==> config.mk <==
export PLATFORM = sky130hd
export DESIGN_NAME = csrmv_mac
export DESIGN_NICKNAME = d
export VERILOG_FILES = /design/src/rtl/csrmv_pkg.sv /design/src/rtl/csrmv_mac.sv
export SDC_FILE = /design/constraint.sdc
export NUM_CORES = 2
export LEC_CHECK = 0
export ABC_CLOCK_PERIOD_IN_PS = 7100
export BUFFER_PORTS_ARGS = -buffer_cell sky130_fd_sc_hd__clkbuf_2
export CAP_MARGIN = 15
export CORE_ASPECT_RATIO = 0.7
export CORE_UTILIZATION = 55
export CTS_BUF_LIST = sky130_fd_sc_hd__clkbuf_16
export DETAILED_ROUTE_END_ITERATION = 8
export GPL_TIMING_DRIVEN = 0
export PLACE_DENSITY_LB_ADDON = 0.3
export SLEW_MARGIN = 5
export SYNTH_ARGS = -nofsm -noshare
export SYNTH_HDL_FRONTEND = slang
export SYNTH_SLANG_ARGS = --single-unit
==> constraint.sdc <==
create_clock -name clk -period 7.1 [get_ports clk]
set_input_delay 0.355 -clock clk [delete_from_list [all_inputs] [get_ports clk]]
set_output_delay 0.355 -clock clk [all_outputs]
set_load 0.05 [all_outputs]
==> src/rtl/csrmv_pkg.sv <==
// csrmv_pkg: shared types and constants for the csr sparse matrix-vector block
// no dependencies; imported by the channel interfaces and all rtl modules
`timescale 1ns / 1ps

package csrmv_pkg;

  // item operation codes
  typedef enum logic [1:0] {
    OP_WRITE   = 2'd0,
    OP_NONZERO = 2'd1,
    OP_EMPTY   = 2'd2
  } op_t;

  // configuration register indexes
  localparam int unsigned CFG_IDX_W  = 1;
  localparam int unsigned CFG_DATA_W = 24;
  localparam logic [CFG_IDX_W-1:0] REG_FIRST_ROW = 1'd0;
  localparam logic [CFG_IDX_W-1:0] REG_ROW_COUNT = 1'd1;

  // field widths
  localparam int unsigned INDEX_W  = 12;
  localparam int unsigned VALUE_W  = 32;
  localparam int unsigned SUM_W    = 64;
  localparam int unsigned ROW_W    = 24;
  localparam int unsigned ROWNUM_W = 25;

  localparam logic signed [SUM_W-1:0] SUM_MAX = {1'b0, {(SUM_W-1){1'b1}}};
  localparam logic signed [SUM_W-1:0] SUM_MIN = {1'b1, {(SUM_W-1){1'b0}}};

  // what a word in the pipeline asks of the accumulator
  typedef struct packed {
    logic acc;   // add the product into the row sum
    logic emit;  // close the row and emit its sum
  } stage_ctrl_t;

  // one finished row
  typedef struct packed {
    logic signed [SUM_W-1:0] sum;
    logic [ROWNUM_W-1:0]     number;
    logic                    last;
    logic                    sat;
  } row_result_t;

endpackage

==> src/rtl/csrmv_mac.sv <==
// csrmv_mac: product register, saturating row accumulator and row counter
// depends on csrmv_pkg for stage control and row result types
`timescale 1ns / 1ps

module csrmv_mac
  import csrmv_pkg::*;
(
  input  logic                      clk,
  input  logic                      rst,
  input  logic                      adv,
  input  stage_ctrl_t               ctrl,
  input  logic signed [VALUE_W-1:0] mat_value,
  input  logic signed [VALUE_W-1:0] vec_value,
  input  logic [ROW_W-1:0]          first_row,
  input  logic [ROW_W-1:0]          row_count,
  output logic                      emit,
  output row_result_t               result
);

  stage_ctrl_t             ctrl_p;
  logic signed [SUM_W-1:0] product;
  logic signed [SUM_W-1:0] row_acc;
  logic                    row_clipped;
  logic [ROW_W-1:0]        row_counter;

  logic signed [SUM_W-1:0] sum_raw;
  logic                    ovf;
  logic signed [SUM_W-1:0] acc_next;
  logic                    clipped_next;
  logic [ROWNUM_W-1:0]     count_inc;
  logic                    last;

  // multiply stage
  always_ff @(posedge clk) begin
    if (rst) begin
      ctrl_p <= '0;
    end else if (adv) begin
      ctrl_p <= ctrl;
    end
  end

  always_ff @(posedge clk) begin
    if (adv) begin
      product <= SUM_W'(mat_value) * SUM_W'(vec_value);
    end
  end

  // saturating add of the product
  always_comb begin
    sum_raw      = row_acc + product;
    ovf          = (row_acc[SUM_W-1] == product[SUM_W-1]) &&
                   (sum_raw[SUM_W-1] != row_acc[SUM_W-1]);
    acc_next     = row_acc;
    clipped_next = row_clipped;
    if (ctrl_p.acc) begin
      if (ovf) begin
        acc_next     = row_acc[SUM_W-1] ? SUM_MIN : SUM_MAX;
        clipped_next = 1'b1;
      end else begin
        acc_next = sum_raw;
      end
    end
  end

  // row number and end-of-band flag
  assign count_inc = {1'b0, row_counter} + ROWNUM_W'(1);
  assign last      = (count_inc == {1'b0, row_count});

  assign emit          = adv && ctrl_p.emit;
  assign result.sum    = acc_next;
  assign result.number = {1'b0, first_row} + {1'b0, row_counter};
  assign result.last   = last;
  assign result.sat    = clipped_next;

  // accumulator and row counter update
  always_ff @(posedge clk) begin
    if (rst) begin
      row_acc     <= '0;
      row_clipped <= 1'b0;
      row_counter <= '0;
    end else if (adv) begin
      if (ctrl_p.emit) begin
        row_acc     <= '0;
        row_clipped <= 1'b0;
        row_counter <= last ? '0 : count_inc[ROW_W-1:0];
      end else begin
        row_acc     <= acc_next;
        row_clipped <= clipped_next;
      end
    end
  end

endmodule

==> reports/metrics.yaml <==
run_status:
  status: "complete, but fails checks"
  failed_checks: "negative setup slack"
floorplan:
  io-pin-count: 209
  start_util: 0.560
  die_h_um: 248
  num_rows: 89
  die_area_mm2: 0.0879
  die_x_um: 354
  core_mm2: 0.0851
cells_and_area:
  drive_gt1_frac: 0.145
  mostFrequentLayoutCells: "1029 x fa_1, 970 x inv_1, 645 x nand2_1, 492 x and2_1, 245 x ha_1"
  instances_no_fill: 6806
  layout_commonest_cell: "fa_1"
  fillerInstances: 6934
  multi_input_area_mm2: 0.0401
  ff_latch_area_mm2: 0.00374
  nets: 7122
  syn_to_final_growth_pct: 16.8
sta:
  worstMarginPinSlew_ps: 1150
  layout_setup_ws_ps: -485
  slew_viol_final: 0
  clock_skew_ps: 26.5
  grt_setup_unrepaired: "true"
  setup_viol: 15
  holdWs_ps: 108
  post-route-min-period_ps: 7590
  hold_viol_final: 0
  maxSlewHeadroom: 0.229
  fin_crit_sh: 1.07
  fmax_mhz: 132
min_path:
  hp-start: "ctrl[1]"
  hold_class: "in2reg"
critical_path:
  path_delay_family: "adder cells"
  crit_required_ps: 7320
  cp_common_cell: "fa_1"
  path_cells: "clkbuf_2 -> clkbuf_4 -> nand2_1 -> fa_1 -> fa_1 -> fa_1 -> fa_1 -> fa_1 -> fa_1 -> fa_2 -> fa_1 -> inv_2 -> ha_4 -> and3_4 -> nand4_1 -> nor3_2 -> nand3_1 -> a21oi_4 -> o2111ai_4 -> a21oi_4 -> o211ai_1 -> o21ai_2 -> a2111o_1 -> o311ai_2"
  arrival_ps: 7800
  rr_startpoint: "product[1]$_DFFE_PP_"
  critPathBufInv: 3
  critPathCaptureType: "register"
  setup.worst_path.start: "vec_value[28]"
  cp_slowest_cell: "fa_1"
  cp-start-kind: "input port"
  critPathMaxStageDelay_ps: 590
  critical_path_class: "in2reg"
  cp_max_fo: 10
drt:
  drt-initial-drc-count: 4673
  avgViaCountPerCell: 5.96
  drtPass1Iterations: 6
  vias: 40576
  drc: 0
  ant_nets: 0
  routed_wl_mm: 175
  wire_per_inst_um: 25.8
synth:
  syn-num-nets: 6738
  synth-edff-count: 64
  seq_area_frac_synth: 0.0785
  yosysUniqueCellTypes: 79
  netlist_area_mm2: 0.0477
  synth_top_area_cell: "fa_1"
  syn_inst: 5264
  async_flop_share: 0
  synth_area_leaders: "fa_1 46%, inv_1 7.8%, ha_1 7.1%, and2_1 6.7%, nand2_1 5.1%"
  ys_seq_elements: 155
  synth_top_area_share: 0.456
  synth_ff_type: "dfxtp_1"
  postSynthAreaPerCell_um2: 9.06
  ys_warn_count: 0
global_routing:
  grt_use_met1: 0.586
  grt.met3_usage: 0.158
  grtUsageTotal: 0.403
  top_usage_layer: "met1"
  grt_pass1_wl_mm: 260
  antenna_found_initial: 17
  grt_use_met2: 0.547
  grt_overflow: 0
  grt_pass1_vias: 41008
  grt_max_degree: 64
place:
  hpwl_mm: 144
  dpl.cell_count: 6611
  port_buffers: 208
  pre_cts_ws_ps: -2460
  place_congestion: 1.05
cts:
  cts_buffers: 25
  cts.htree.levels: 4
  cts-root-buf: "clkbuf_16"
  clock_path_buffers: 3
  cts_sinks: 155
  cts_tree: "yes"
  clk_latency_ps: 500
  clkTransAtPathRegs_ps: 60
  cts_hold_buf: 0
job:
  drv_cap: 0
registers in the layout, indices dropped and copies added, names as in the netlist:
signal       count
row_acc         64
row_clipped      1
ctrl_p           2
product         64
row_counter     24
layer usage:
metal | vias up | routed length (um)
met3 | 434 | 28200
met1 | 20371 | 71300
met4 | 8 | 7060
li1 | 16988 | -
met2 | 2775 | 68700
met5 | - | 82
worst paths after layout:
kind | cells after the start | slack [ps] | to
setup reg to reg | 23 | 1020 | row_acc[34]$_SDFFE_PP0P_
setup / recovery | 24 | -490 | product[58]$_DFFE_PP_
hold reg to reg | 2 | 470 | row_acc[62]$_SDFFE_PP0P_
hold / removal | 3 | 110 | ctrl_p[1]$_SDFFE_PP0P_
worst reg2reg max path, delay by kind of cell, from the launching register on:
family / cells / cell delay [ps]
buffers and inverters: 2 / 770
multiplexers: 1 / 150
AND/OR/NAND/NOR: 9 / 1580
flip-flops: 1 / 440
AO/OA/AOI/OAI: 9 / 2170
adder cells (fa/ha/maj): 2 / 830
per-stage QoR:
stage	area (um2)	util	setup TNS, ps
after global placement	50400	0.592	-76380
after CTS	54100	0.636	-2680
after floorplan	47900	-	-1210
after global routing	55600	0.654	-5510
after detailed placement	50400	0.592	-69600
final	55700	0.654	-4050
Yosys cell counts (all sizes together) (24+ instances only):
cell / count
edfxtp: 64
and2: 510
nand4: 28
clkbuf: 266
xor2: 67
nand2b: 36
nor3: 25
ha: 272
dfxtp: 91
nand2: 654
o21bai: 25
o21ai: 157
nand3: 51
a22oi: 32
a21o: 101
or3: 25
nor2: 161
o21a: 24
xnor2: 107
a21oi: 220
fa: 1085
inv: 992
cell families (layout without fill, tap and decap cells):
group	after synthesis	in the layout	share of synthesized area
adder cells (fa/ha/maj)	1357	1357	0.527
buffers and inverters	1276	1665	0.101
flip-flops	155	155	0.0785
AO/OA/AOI/OAI	719	719	0.0961
XOR/XNOR	174	174	0.0320
AND/OR/NAND/NOR	1577	1577	0.164
multiplexers	6	6	0.00126
other	0	16	0
area by class of cell:
class / instances / area share
plain buffers: 276 / 0.0603
clock inverters: 7 / 0.000629
inverters: 995 / 0.0672
clock buffers: 25 / 0.0112
flip-flops and latches: 155 / 0.0672
multi-input cells: 3833 / 0.720
repair buffers: 362 / 0.0475
diodes: 16 / 0.000719
well taps: 1137 / 0.0255
what timing repair did:
action / CTS / global route
gates cloned: 3 / 5
pin swaps: 67 / 110
gates resized for setup: 623 / 362
setup buffers: 68 / 76
endpoints found under the hold margin: 0 / 0
endpoints found under the setup margin: 122 / 90
Power is left out: the tool's default activity adds up to more than one toggle a clock period on the data nets, which glitch-free logic cannot reach.
